==> src/hw/rtl/lru_key_value_cache_macros.svh <==
// ----------------------------------------------------------------------------
// lru_key_value_cache_macros
// assertion macros for the lru key-value cache
// ----------------------------------------------------------------------------
`ifndef LRU_KEY_VALUE_CACHE_MACROS_SVH
`define LRU_KEY_VALUE_CACHE_MACROS_SVH
`ifndef SYNTHESIS
`define LKV_ASSERT_IMPL(label, clk, rst_n, ante, cons) \
	label: assert property (@(posedge clk) disable iff (!rst_n) (ante) |-> (cons)) \
	else $error("assertion failed");
`define LKV_ASSERT_NEXT(label, clk, rst_n, ante, cons) \
	label: assert property (@(posedge clk) disable iff (!rst_n) (ante) |=> (cons)) \
	else $error("assertion failed");
`else
`define LKV_ASSERT_IMPL(label, clk, rst_n, ante, cons)
`define LKV_ASSERT_NEXT(label, clk, rst_n, ante, cons)
`endif
`endif

==> src/hw/rtl/lkv_pkg.sv <==
// ----------------------------------------------------------------------------
// lkv_pkg
// shared types and constants of the lru key-value cache
// ----------------------------------------------------------------------------
`default_nettype none
package lkv_pkg;
	localparam logic FUNC_GET = 1'b0;
	localparam logic FUNC_PUT = 1'b1;
	localparam logic [31:0] MISS_VALUE = 32'hFFFF_FFFF;
	typedef struct packed {
		logic        func;
		logic [31:0] key;
		logic [31:0] value;
	} cmd_t;
endpackage
`default_nettype wire

==> src/hw/rtl/lkv_front.sv <==
// ----------------------------------------------------------------------------
// lkv_front
// accepts commands and places them in a two-entry queue for the back end
// ----------------------------------------------------------------------------
`default_nettype none
module lkv_front (
	input  wire logic          clk,
	input  wire logic          arst_n,
	input  wire logic          flush,
	input  wire logic          push,
	input  wire lkv_pkg::cmd_t push_cmd,
	output logic               full,
	input  wire logic          pop,
	output logic               not_empty,
	output lkv_pkg::cmd_t      head
);
	lkv_pkg::cmd_t buf_q [2];
	logic          rd_q;
	logic          wr_q;
	logic [1:0]    cnt_q;

	assign full      = (cnt_q == 2'd2);
	assign not_empty = (cnt_q != 2'd0);
	assign head      = buf_q[rd_q];

	always_ff @(posedge clk or negedge arst_n) begin
		if (!arst_n) begin
			rd_q  <= 1'b0;
			wr_q  <= 1'b0;
			cnt_q <= 2'd0;
		end else if (flush) begin
			rd_q  <= 1'b0;
			wr_q  <= 1'b0;
			cnt_q <= 2'd0;
		end else begin
			if (push) wr_q <= ~wr_q;
			if (pop) rd_q <= ~rd_q;
			cnt_q <= cnt_q + {1'b0, push} - {1'b0, pop};
		end
	end

	always_ff @(posedge clk) begin
		if (push) buf_q[wr_q] <= push_cmd;
	end
endmodule
`default_nettype wire

==> src/hw/rtl/lkv_back.sv <==
// ----------------------------------------------------------------------------
// lkv_back
// recency-ordered slot chain: the search, then the shift in the cycle that comes next
// ----------------------------------------------------------------------------
`default_nettype none
module lkv_back #(
	parameter int ENTRIES = 16
) (
	input  wire logic          clk,
	input  wire logic          arst_n,
	input  wire logic          clear,
	input  wire logic [4:0]    capacity,
	input  wire logic          cmd_valid,
	input  wire lkv_pkg::cmd_t cmd,
	output logic               cmd_pop,
	output logic               idle,
	output logic               done,
	output logic               hit,
	output logic [31:0]        read_value
);
	localparam int IW = (ENTRIES > 1) ? $clog2(ENTRIES) : 1;

	typedef enum logic {ST_SEARCH, ST_SHIFT} state_t;

	state_t        state_q;
	logic [31:0]   key_q   [ENTRIES];
	logic [31:0]   val_q   [ENTRIES];
	logic [ENTRIES-1:0] vld_q;
	lkv_pkg::cmd_t cmd_s1;
	logic          hit_s1;
	logic [IW-1:0] pos_s1;
	logic          done_q;
	logic          hit_q;
	logic [31:0]   rv_q;

	logic [ENTRIES-1:0] match;
	logic          any_hit;
	logic [IW-1:0] hit_pos;
	logic [IW:0]   lim;

	always_comb begin
		for (int i = 0; i < ENTRIES; i++) match[i] = vld_q[i] && (key_q[i] == cmd.key);
		any_hit = |match;
		hit_pos = '0;
		for (int i = ENTRIES - 1; i >= 0; i--) if (match[i]) hit_pos = IW'(i);
		if ({{(32-5){1'b0}}, capacity} < ENTRIES) lim = (IW+1)'(capacity);
		else lim = (IW+1)'(ENTRIES);
	end

	assign cmd_pop    = (state_q == ST_SEARCH) && cmd_valid && !clear;
	assign idle       = (state_q == ST_SEARCH);
	assign done       = done_q;
	assign hit        = hit_q;
	assign read_value = rv_q;

	always_ff @(posedge clk or negedge arst_n) begin
		if (!arst_n) begin
			state_q <= ST_SEARCH;
			vld_q   <= '0;
			done_q  <= 1'b0;
			hit_q   <= 1'b0;
			rv_q    <= '0;
		end else if (clear) begin
			state_q <= ST_SEARCH;
			vld_q   <= '0;
			done_q  <= 1'b0;
		end else begin
			done_q <= 1'b0;
			unique case (state_q)
				ST_SEARCH: begin
					if (cmd_valid) state_q <= ST_SHIFT;
				end
				ST_SHIFT: begin
					state_q <= ST_SEARCH;
					if (cmd_s1.func == lkv_pkg::FUNC_GET) begin
						done_q <= 1'b1;
						hit_q  <= hit_s1;
						rv_q   <= hit_s1 ? val_q[pos_s1] : lkv_pkg::MISS_VALUE;
					end
					if (hit_s1 || cmd_s1.func == lkv_pkg::FUNC_PUT) begin
						// slot i takes slot i-1 for i up to the hit slot (or all)
						for (int i = 1; i < ENTRIES; i++)
							if (!hit_s1 || IW'(i) <= pos_s1) vld_q[i] <= vld_q[i-1];
						vld_q[0] <= 1'b1;
						// trim entries at and beyond the limit
						for (int i = 0; i < ENTRIES; i++)
							if ((IW+1)'(i) >= lim) vld_q[i] <= 1'b0;
					end
				end
				default: state_q <= ST_SEARCH;
			endcase
		end
	end

	always_ff @(posedge clk) begin
		if (cmd_pop) begin
			cmd_s1 <= cmd;
			hit_s1 <= any_hit;
			pos_s1 <= hit_pos;
		end
		if (state_q == ST_SHIFT && !clear &&
		    (hit_s1 || cmd_s1.func == lkv_pkg::FUNC_PUT)) begin
			for (int i = 1; i < ENTRIES; i++)
				if (!hit_s1 || IW'(i) <= pos_s1) begin
					key_q[i] <= key_q[i-1];
					val_q[i] <= val_q[i-1];
				end
			key_q[0] <= cmd_s1.key;
			val_q[0] <= (cmd_s1.func == lkv_pkg::FUNC_PUT) ? cmd_s1.value : val_q[pos_s1];
		end
	end
endmodule
`default_nettype wire

==> src/hw/rtl/lru_key_value_cache.sv <==
// ----------------------------------------------------------------------------
// lru_key_value_cache
// fully associative key-value cache with least-recently-used replacement
// ----------------------------------------------------------------------------
// channel | signals                        | transfer when
// command | start, busy, func, key, value  | start && !busy
// result  | result_valid, hit, read_value  | result_valid (one cycle)
// config  | capacity_we, capacity_wdata    | capacity_we
//
// in the back end each command passes a parallel key search over
// the slot chain, then on a hit or a put a one-step shift of the chain that moves
// the entry to the front; a get result appears the cycle after the shift
// a two-entry queue sits between command intake and the back end
// reset and any capacity write empty the store and the queue at once
// the receiver cannot stall; busy rises only when the queue is full
// ----------------------------------------------------------------------------
`default_nettype none
`include "lru_key_value_cache_macros.svh"
module lru_key_value_cache #(
	parameter int ENTRIES = 16
) (
	input  wire logic        clk,
	input  wire logic        arst_n,
	input  wire logic        start,
	output logic             busy,
	input  wire logic        func,
	input  wire logic [31:0] key,
	input  wire logic [31:0] value,
	output logic             result_valid,
	output logic             hit,
	output logic [31:0]      read_value,
	input  wire logic        capacity_we,
	input  wire logic [4:0]  capacity_wdata
);
	logic [4:0]    capacity_q;
	logic          full;
	logic          not_empty;
	logic          pop;
	logic          back_idle;
	logic          accept;
	lkv_pkg::cmd_t head;
	lkv_pkg::cmd_t in_cmd;

	// capacity register, reset to sixteen entries
	always_ff @(posedge clk or negedge arst_n) begin
		if (!arst_n) capacity_q <= 5'd16;
		else if (capacity_we) capacity_q <= capacity_wdata;
	end

	assign busy   = full;
	assign accept = start && !busy;
	assign in_cmd = '{func: func, key: key, value: value};

	// front: command queue
	lkv_front u_front (
		.clk       (clk),
		.arst_n    (arst_n),
		.flush     (capacity_we),
		.push      (accept),
		.push_cmd  (in_cmd),
		.full      (full),
		.pop       (pop),
		.not_empty (not_empty),
		.head      (head)
	);

	// back: search and reorder the slot chain
	lkv_back #(.ENTRIES(ENTRIES)) u_back (
		.clk        (clk),
		.arst_n     (arst_n),
		.clear      (capacity_we),
		.capacity   (capacity_q),
		.cmd_valid  (not_empty),
		.cmd        (head),
		.cmd_pop    (pop),
		.idle       (back_idle),
		.done       (result_valid),
		.hit        (hit),
		.read_value (read_value)
	);

	// a miss always returns all ones
	`LKV_ASSERT_IMPL(a_miss_value, clk, arst_n, result_valid && !hit, read_value == lkv_pkg::MISS_VALUE)
	// a pop only happens while the back end waits for work
	`LKV_ASSERT_IMPL(a_pop_idle, clk, arst_n, pop, back_idle && not_empty)
	// after a pop the back end is in its shift step
	`LKV_ASSERT_NEXT(a_pop_shift, clk, arst_n, pop && !capacity_we, !back_idle)
endmodule
`default_nettype wire
==> config.mk <==
export PLATFORM = sky130hd
export DESIGN_NAME = lru_key_value_cache
export DESIGN_NICKNAME = d
export VERILOG_FILES = /design/src/hw/rtl/lkv_pkg.sv /design/src/hw/rtl/lkv_front.sv /design/src/hw/rtl/lkv_back.sv /design/src/hw/rtl/lru_key_value_cache.sv
export VERILOG_INCLUDE_DIRS = /design/src /design/src/hw/rtl
export SDC_FILE = /design/constraint.sdc
export NUM_CORES = 1
export LEC_CHECK = 0
export BUFFER_PORTS_ARGS = -buffer_cell sky130_fd_sc_hd__clkbuf_2
export CAP_MARGIN = 15
export CORE_UTILIZATION = 44
export CTS_CLUSTER_SIZE = 24
export DETAILED_ROUTE_END_ITERATION = 7
export PLACE_DENSITY = 0.63
export REMOVE_ABC_BUFFERS = 1
export SYNTH_ARGS = -nofsm -noshare
export SYNTH_HDL_FRONTEND = slang
export SYNTH_SLANG_ARGS = --single-unit
==> constraint.sdc <==
create_clock -name clk -period 9.4 [get_ports clk]
set_input_delay 1.41 -clock clk [delete_from_list [all_inputs] [get_ports clk]]
set_output_delay 1.41 -clock clk [all_outputs]
set_load 0.005 [all_outputs]
==> metrics.txt, run 1 <==
# TYPE chip_impl_metric gauge
chip_impl_info{name="run_status",value="finished, violations left"} 1
chip_impl_info{name="violations",value="DRC"} 1
chip_impl_metric{name="final_nets",unit=""} 2875
chip_impl_metric{name="synthesis.area_per_instance",unit="um2"} 19.6
chip_impl_metric{name="timing.final.hold_violations",unit=""} 0
chip_impl_info{name="cp_cell_sequence",value="buf_4, mux2i_4, buf_4, xor2_1, nand4_1, nor4_1, nand4_1, nor4_1, nor2_1, a211o_1, nand2_1, a211oi_1"} 1
chip_impl_metric{name="rows",unit=""} 124
chip_impl_info{name="cts_root_buf",value="clkbuf_16"} 1
chip_impl_metric{name="synthCells",unit=""} 2588
chip_impl_metric{name="area_growth",unit="%"} 13.1
chip_impl_metric{name="cts_max_level",unit=""} 4
chip_impl_metric{name="synth_cell_types",unit=""} 54
chip_impl_metric{name="maxSlewHeadroom",unit="%"} 22.7
chip_impl_metric{name="grt_start_max_net_pins",unit=""} 68
chip_impl_metric{name="comb_power_share",unit="%"} 19.9
chip_impl_metric{name="detailedRoute.firstIterationViolations",unit=""} 2285
chip_impl_metric{name="portBuffers",unit=""} 108
chip_impl_info{name="layout_common_cells",value="1,224 x edfxtp_1, 373 x xor2_1, 160 x mux4_2"} 1
chip_impl_metric{name="critical_path.n_buffers_inverters",unit=""} 2
chip_impl_metric{name="synth-simple-area-share",unit="%"} 2.97
chip_impl_metric{name="crit_arrival",unit="ns"} 5.33
chip_impl_metric{name="antenna_found_initial",unit=""} 1
chip_impl_info{name="ys_dominant_reg_cell",value="edfxtp_1"} 1
chip_impl_metric{name="clock_latency",unit="ns"} 0.74
chip_impl_info{name="setup.worst_path.class",value="reg -> reg"} 1
chip_impl_metric{name="sequential_cell_area",unit="um2"} 38300
chip_impl_metric{name="power_frac_seq",unit="%"} 48.0
chip_impl_metric{name="preCtsSetupSlack",unit="ns"} 4.59
chip_impl_metric{name="fillers",unit=""} 9226
chip_impl_metric{name="cts.sinks",unit=""} 1284
chip_impl_info{name="end_kind",value="flop"} 1
chip_impl_metric{name="sw_frac_of_total",unit="%"} 28.3
chip_impl_metric{name="global_route.overflow_total",unit=""} 0
chip_impl_metric{name="power.switching",unit="mW"} 4.34
chip_impl_metric{name="post-route-period-util",unit="%"} 52.0
chip_impl_metric{name="multi_input_comb_area",unit="um2"} 12100
chip_impl_metric{name="hold_buffers",unit=""} 0
chip_impl_metric{name="synthAdderAreaFrac",unit="%"} 0.0492
chip_impl_metric{name="drt_wl_total",unit="um"} 114000
chip_impl_metric{name="first_global_vias",unit=""} 26130
chip_impl_info{name="tritoncts",value="yes"} 1
chip_impl_metric{name="yosys-mux-area-fraction",unit="%"} 10.0
chip_impl_metric{name="leakagePower",unit="nW"} 18.6
chip_impl_metric{name="chipWidth",unit="um"} 342
chip_impl_info{name="synth.top_cells.by_area",value="edfxtp_1 72%, mux4_2 7.1%, xor2_1 6.4%, dfrtp_1 2.9%, xnor2_1 2.4%"} 1
chip_impl_metric{name="critPathMaxStageDelay",unit="ns"} 0.85
chip_impl_metric{name="clkTransAtPathRegs",unit="ns"} 0.06
chip_impl_metric{name="summed_instance_area_of_the_synthesized_netlist",unit="um2"} 50800
chip_impl_metric{name="synth_largest_type_area_fraction",unit="%"} 72.3
chip_impl_metric{name="design.die.area",unit="um2"} 117000
chip_impl_metric{name="numCtsBuffers",unit=""} 130
chip_impl_metric{name="final_critical_path_setup_slack",unit="ns"} 4.51
chip_impl_metric{name="layout-drive-gt1-share",unit="%"} 22.1
chip_impl_metric{name="routed_via_density",unit=""} 5.60
chip_impl_metric{name="setup_viol_count_final",unit=""} 0
chip_impl_metric{name="design.portCount",unit=""} 109
chip_impl_metric{name="tightestPinTransition",unit="ns"} 1.16
chip_impl_metric{name="cap_violations",unit=""} 0
chip_impl_metric{name="cts_resized",unit=""} 0
chip_impl_info{name="synth_top_cell_by_area",value="edfxtp_1"} 1
chip_impl_info{name="synth_top_family_by_area",value="multiplexers"} 1
chip_impl_metric{name="max-vdd-ir-drop",unit="uV"} 208
chip_impl_metric{name="routed_wire_length_per_instance",unit="um"} 25.9
chip_impl_metric{name="num_antenna_cells",unit=""} 0
chip_impl_metric{name="synthXorXnorAreaFrac",unit="%"} 8.86
chip_impl_metric{name="grt_pass1_wl",unit="um"} 170000
chip_impl_metric{name="via_count",unit=""} 24727
chip_impl_metric{name="share_of_synthesized_area_occupied_by_flip_flops_and_latches",unit="%"} 75.3
chip_impl_metric{name="synth-edff-count",unit=""} 1224
chip_impl_info{name="cpLargestDelayFamily",value="simple AND/OR/NAND/NOR gates"} 1
chip_impl_metric{name="first_pass_iters",unit=""} 7
chip_impl_metric{name="critical_path.max_fanout",unit=""} 30
chip_impl_metric{name="cts_setup_buffers",unit=""} 0
chip_impl_info{name="cp-start-kind",value="flop"} 1
chip_impl_metric{name="fin_worst_hold_slack",unit="ns"} 0.414
chip_impl_metric{name="yosys_warnings",unit=""} 0
chip_impl_info{name="hold_path.class",value="reg -> reg"} 1
chip_impl_metric{name="post-route-min-period",unit="ns"} 4.89
chip_impl_metric{name="cp_data_required_time",unit="ns"} 9.84
chip_impl_metric{name="place_congestion",unit=""} 0.925
chip_impl_metric{name="synth_area_in_compound_gates",unit="%"} 1.57
chip_impl_metric{name="pwr_density_cell",unit="nW/um2"} 267
chip_impl_metric{name="synth-async-reset-ratio",unit="%"} 4.67
chip_impl_metric{name="clock_skew_after_layout",unit="ns"} 0.0319
chip_impl_metric{name="power_frac_clock",unit="%"} 32.1
chip_impl_metric{name="internal_power",unit="mW"} 11.0
chip_impl_info{name="grt_setup_unrepaired",value="no"} 1
chip_impl_metric{name="start_util",unit="%"} 44.4
chip_impl_metric{name="grtUsageTotal",unit="%"} 19.8
chip_impl_info{name="final_common_cell",value="edfxtp_1"} 1
chip_impl_info{name="cp_max_delay_cell",value="buf_4"} 1
chip_impl_metric{name="drv_slew",unit=""} 0
chip_impl_metric{name="drt.antenna.violating_nets",unit=""} 0
chip_impl_metric{name="maxClockFrequency",unit="MHz"} 205
chip_impl_metric{name="die_y",unit="um"} 342
chip_impl_metric{name="detailed_place_hpwl",unit="um"} 72100
chip_impl_metric{name="drc",unit=""} 4
chip_impl_metric{name="cts-root-to-sink-buffers",unit=""} 3
chip_impl_metric{name="core",unit="um2"} 115000
chip_impl_metric{name="synth_seq_cells",unit=""} 1284
[Yosys cell counts (6+ instances only)]
| library cell | instances |
|---|---|
| clkbuf_1 | 49 |
| mux4_2 | 160 |
| xor2_1 | 373 |
| buf_4 | 11 |
| dfrtp_1 | 59 |
| inv_1 | 46 |
| mux2i_4 | 31 |
| buf_2 | 20 |
| o22a_1 | 32 |
| a21o_1 | 6 |
| buf_1 | 16 |
| edfxtp_1 | 1224 |
| a21oi_1 | 20 |
| nand4_1 | 95 |
| nand3_1 | 26 |
| nor4_1 | 62 |
| nand2_1 | 27 |
| o21ai_0 | 24 |
| xnor2_1 | 141 |
| o31ai_1 | 7 |
| nor3_1 | 12 |
| mux2_2 | 68 |
| nor2_1 | 28 |
[cell families after synthesis]
kind of cell / after synthesis
and+or+nand+nor: 268
DFF: 1284
muxes: 260
xor gates and xnor gates: 514
buffers and inverters: 146
AOI/OAI and AO/OA: 114
adders and majority gates: 2
[flip-flops by register name (all words and copies together), names as in the netlist, 2 cells and up]
name,cells
u_front.cnt_q,2
u_back.key_q,512
u_back.cmd_s1,65
u_back.read_value,32
u_back.pos_s1,4
u_back.val_q,512
u_front.buf_q,130
capacity_q,5
u_back.vld_q,16
[power groups by stage]
stage / Sequential (mW) / Clock (mW) / Combinational (mW)
CTS: 7.35 / 5.00 / 3.10
global placement: 7.44 / 0 / 3.05
global route: 7.41 / 5.21 / 3.26
finish: 7.35 / 4.92 / 3.05
floorplan: 7.57 / 0 / 1.88
detailed placement: 7.46 / 0 / 3.07
[cell type report]
class | count | area share [%]
clock buffer | 166 | 6.04
clock inverter | 68 | 0.940
inverter | 46 | 0.302
multi-input combinational | 1158 | 21.0
sequential | 1284 | 66.5
tap | 1512 | 3.29
timing repair buffer | 179 | 1.87
[metal layers]
layer / vias up / GRT usage (%) / wire, um
li1: 10579 / - / -
met1: 12989 / 26.2 / 47100
met2: 949 / 32.3 / 56000
met3: 208 / 4.29 / 7450
met4: 2 / 7.42 / 3600
met5: - / 0 / 14
[stage by stage]
| step | util (%) | std cells | area [um2] | power [mW] | setup TNS (ns) |
|---|---|---|---|---|---|
| floorplan | - | 2488 | 50300 | 9.45 | -158.85 |
| global placement | 46.7 | 4178 | 53500 | 10.5 | 0 |
| detailed placement | 46.7 | 4178 | 53500 | 10.5 | 0 |
| CTS | 50.2 | 4412 | 57500 | 15.5 | 0 |
| global route | 50.2 | 4413 | 57500 | 15.9 | 0 |
| finish | 50.2 | 4413 | 57500 | 15.3 | 0 |
[worst paths after layout]
kind | start | endpoint | slack (ns) | cells past startpoint
max reg2reg | u_front.rd_q$_DFFE_PN0P_ | u_back.pos_s1[1]$_SDFFCE_PP0P_ | 4.51 | 12
max | u_front.rd_q$_DFFE_PN0P_ | u_back.pos_s1[1]$_SDFFCE_PP0P_ | 4.51 | 12
min reg2reg | u_back.cmd_s1[43]$_DFFE_PP_ | u_back.key_q[0][11]$_DFFE_PP_ | 0.41 | 0
max in group asynchronous | arst_n | u_front.rd_q$_DFFE_PN0P_ | 7.85 | 1
min in group asynchronous | arst_n | u_back.read_value[7]$_DFFE_PN0P_ | 0.79 | 1
min | u_back.cmd_s1[43]$_DFFE_PP_ | u_back.key_q[0][11]$_DFFE_PP_ | 0.41 | 0
Power figures use the tool's default switching activity.
==> run 2, diff against run 1 <==
Clock period 9.4 ns to 4.3 ns, I/O delays scaled along.
==> run 2 against run 1 <==
The run still ends with DRC left. Clock skew is 0.0098 ns lower. Worst setup slack worse by 4.4 ns. Final cell count is 1.3% higher. Hold slack worse by 0.35 ns. Wire length is 12% higher. Power is 130% higher. Sequential share of layout area is 0.98 points lower. Critical path depth is 1 higher. Critical endpoint is now u_back.pos_s1[0]$_SDFFCE_PP0P_. Largest power group unchanged. Highest routed layer is now met4.
==> metrics.txt, run 2 (synthesized netlist as in run 1, its figures left out) <==
# TYPE chip_impl_metric gauge
chip_impl_metric{name="portBuffers",unit=""} 108
chip_impl_metric{name="reg2reg_setup_slack",unit="ns"} 0.14
chip_impl_metric{name="die_y",unit="um"} 342
chip_impl_metric{name="cts-root-to-sink-buffers",unit=""} 3
chip_impl_metric{name="leakagePower",unit="nW"} 19.0
chip_impl_metric{name="cp_data_required_time",unit="ns"} 4.78
chip_impl_metric{name="stdcell_area",unit="um2"} 58400
chip_impl_info{name="layout_common_cells",value="1,224 x edfxtp_1, 373 x xor2_1, 160 x mux4_2"} 1
chip_impl_metric{name="first_pass_iters",unit=""} 8
chip_impl_metric{name="routed_wire_length_per_instance",unit="um"} 28.6
chip_impl_metric{name="drt_wl_total",unit="um"} 128000
chip_impl_metric{name="via_count",unit=""} 25438
chip_impl_metric{name="core",unit="um2"} 115000
chip_impl_metric{name="crit_arrival",unit="ns"} 4.64
chip_impl_metric{name="grt_start_max_net_pins",unit=""} 79
chip_impl_metric{name="global_route.overflow_total",unit=""} 0
chip_impl_metric{name="routed_via_density",unit=""} 5.69
chip_impl_info{name="worst_r2r_startpoint",value="u_front.rd_q$_DFFE_PN0P_"} 1
chip_impl_metric{name="hold_buffers",unit=""} 0
chip_impl_metric{name="start_util",unit="%"} 44.4
chip_impl_metric{name="numCtsBuffers",unit=""} 132
chip_impl_metric{name="finalNonFillerCells",unit=""} 4471
chip_impl_metric{name="drv_slew",unit=""} 0
chip_impl_metric{name="timing.final.hold_violations",unit=""} 0
chip_impl_metric{name="worst_r2r_path_depth",unit=""} 13
chip_impl_info{name="cp_max_delay_cell",value="dfrtp_4"} 1
chip_impl_info{name="top_regs",value="u_back.key_q x512, u_back.val_q x512, u_front.buf_q x130"} 1
chip_impl_info{name="final_common_cell",value="edfxtp_1"} 1
chip_impl_metric{name="setup_total_negative_slack",unit="ns"} 0
chip_impl_metric{name="grt_pass1_wl",unit="um"} 185000
chip_impl_info{name="setup.worst_path.class",value="reg -> reg"} 1
chip_impl_info{name="hold_path.class",value="in -> async"} 1
chip_impl_metric{name="setup_viol_count_final",unit=""} 0
chip_impl_metric{name="area_growth",unit="%"} 14.8
chip_impl_metric{name="design.die.area",unit="um2"} 117000
chip_impl_metric{name="chipWidth",unit="um"} 342
chip_impl_metric{name="final_nets",unit=""} 2926
chip_impl_metric{name="first_global_vias",unit=""} 26096
chip_impl_info{name="cpLargestDelayFamily",value="simple AND/OR/NAND/NOR gates"} 1
chip_impl_info{name="cp-start-kind",value="flop"} 1
chip_impl_metric{name="grt.met2_usage",unit="%"} 34.1
chip_impl_metric{name="placement.cell_area",unit="um2"} 54100
chip_impl_metric{name="design.portCount",unit=""} 109
chip_impl_metric{name="maxClockFrequency",unit="MHz"} 240
chip_impl_metric{name="final_critical_path_setup_slack",unit="ns"} 0.136
chip_impl_metric{name="clock_latency",unit="ns"} 0.74
chip_impl_info{name="violations",value="DRC"} 1
chip_impl_metric{name="max-vdd-ir-drop",unit="uV"} 382
chip_impl_metric{name="tightestPinTransition",unit="ns"} 1.04
chip_impl_metric{name="maxSlewHeadroom",unit="%"} 30.2
chip_impl_metric{name="totalPowerFinal",unit="mW"} 34.6
chip_impl_metric{name="placed_cells_incl_taps",unit=""} 4225
chip_impl_info{name="run_status",value="finished, violations left"} 1
chip_impl_metric{name="detailedRoute.firstIterationViolations",unit=""} 2916
chip_impl_info{name="top_usage_layer",value="met2"} 1
chip_impl_metric{name="layout-drive-gt1-share",unit="%"} 23.6
chip_impl_metric{name="cts.sinks",unit=""} 1284
chip_impl_metric{name="grt_use_met1",unit="%"} 31.1
chip_impl_metric{name="clkTransAtPathRegs",unit="ns"} 0.06
chip_impl_metric{name="critical_path.max_fanout",unit=""} 11
chip_impl_metric{name="critPathMaxStageDelay",unit="ns"} 0.67
chip_impl_metric{name="post-route-min-period",unit="ns"} 4.16
chip_impl_metric{name="drc",unit=""} 8
chip_impl_info{name="tritoncts",value="yes"} 1
chip_impl_metric{name="drt.antenna.violating_nets",unit=""} 0
chip_impl_info{name="cp_cell_sequence",value="buf_12, mux2i_4, xor2_1, nand4_1, nor4_1, buf_4, nand4_1, nor4_2, inv_1, a21oi_1, nor2_1, o31ai_1, a21oi_1"} 1
chip_impl_metric{name="rows",unit=""} 124
chip_impl_metric{name="grtUsageTotal",unit="%"} 22.1
chip_impl_metric{name="critical_path.n_buffers_inverters",unit=""} 3
chip_impl_metric{name="antenna_found_initial",unit=""} 4
chip_impl_info{name="end_kind",value="flop"} 1
chip_impl_metric{name="cap_violations",unit=""} 0
chip_impl_metric{name="detailed_place_hpwl",unit="um"} 82500
chip_impl_info{name="cts_root_buf",value="clkbuf_16"} 1
chip_impl_metric{name="preCtsSetupSlack",unit="ns"} 0.0961
chip_impl_info{name="rr_endpoint",value="u_back.pos_s1[0]$_SDFFCE_PP0P_"} 1
chip_impl_metric{name="fillers",unit=""} 9201
chip_impl_metric{name="post-route-period-util",unit="%"} 96.8
chip_impl_info{name="grt_setup_unrepaired",value="no"} 1
chip_impl_metric{name="use_met3",unit="%"} 5.04
chip_impl_metric{name="clock_skew_after_layout",unit="ns"} 0.0221
chip_impl_metric{name="pwr_density_cell",unit="nW/um2"} 592
chip_impl_metric{name="cts_max_level",unit=""} 4
chip_impl_metric{name="place_congestion",unit=""} 0.932
==> run 2: cell types whose count changed in the layout (fill, tap and decap cells not counted), moves of 3 or more <==
cell       before  now
buf_4          72  100
buf_12          0   20
bufinv_16       6   10
clkbuf_16     133  137
clkinv_2       22   19
clkinv_4        0    3
diode_2         0    3
==> run 2: area by class of cell <==
cell class | count | area (um2) | share of cell area, %
clock buffer | 172 | 3600 | 6.17
antenna | 3 | 7.51 | 0.0129
clock inverter | 68 | 641 | 1.10
tap | 1512 | 1890 | 3.24
timing repair buffer | 228 | 1700 | 2.91
sequential | 1284 | 38300 | 65.6
inverter | 46 | 174 | 0.298
multi-input combinational | 1158 | 12100 | 20.7
==> run 2: worst max path at each step <==
stage	from	endpoint	slack, ns	cells past startpoint
6_report	u_front.rd_q$_DFFE_PN0P_	u_back.pos_s1[0]$_SDFFCE_PP0P_	0.14	13
5_1_grt	u_front.rd_q$_DFFE_PN0P_	u_back.pos_s1[0]$_SDFFCE_PP0P_	0.02	14
4_1_cts	u_front.rd_q$_DFFE_PN0P_	u_back.pos_s1[0]$_SDFFCE_PP0P_	0.05	14
3_5_place_dp	u_front.rd_q$_DFFE_PN0P_	u_back.pos_s1[0]$_SDFFCE_PP0P_	0.1	13
3_3_place_gp	u_front.rd_q$_DFFE_PN0P_	u_back.pos_s1[0]$_SDFFCE_PP0P_	0.20	13
2_1_floorplan	u_back.pos_s1[0]$_SDFFCE_PP0P_	u_back.key_q[0][160]$_DFFE_PP_	-6.44	2
==> run 2: power by group <==
| part | internal [mW] | switching [mW] | leakage (nW) |
|---|---|---|---|
| clock | 6.53 | 4.77 | 2.08 |
| sequential | 15.4 | 0.725 | 11.8 |
| combinational | 2.75 | 4.38 | 5.13 |
==> run 2: routing by layer <==
metal | wire (um) | vias up
met1 | 54000 | 13402
met3 | 10200 | 194
met4 | 3580 | 0
li1 | - | 10694
met5 | 0 | -
met2 | 60100 | 1148
==> run 2: through the flow <==
step / util [%] / hold WS, ns
2_1_floorplan: - / 0.349
3_3_place_gp: 47.2 / 0.400
3_5_place_dp: 47.2 / 0.405
4_1_cts: 50.9 / 0.0404
5_1_grt: 51.0 / 0.0654
6_report: 51.0 / 0.0689
==> run 2: repair_timing <==
item / 4_1_cts / 5_1_grt
resized for setup: 0 / 2
setup endpoints to repair: 0 / 2
buffers inserted: 0 / 2
endpoints found under the hold margin: 0 / 0
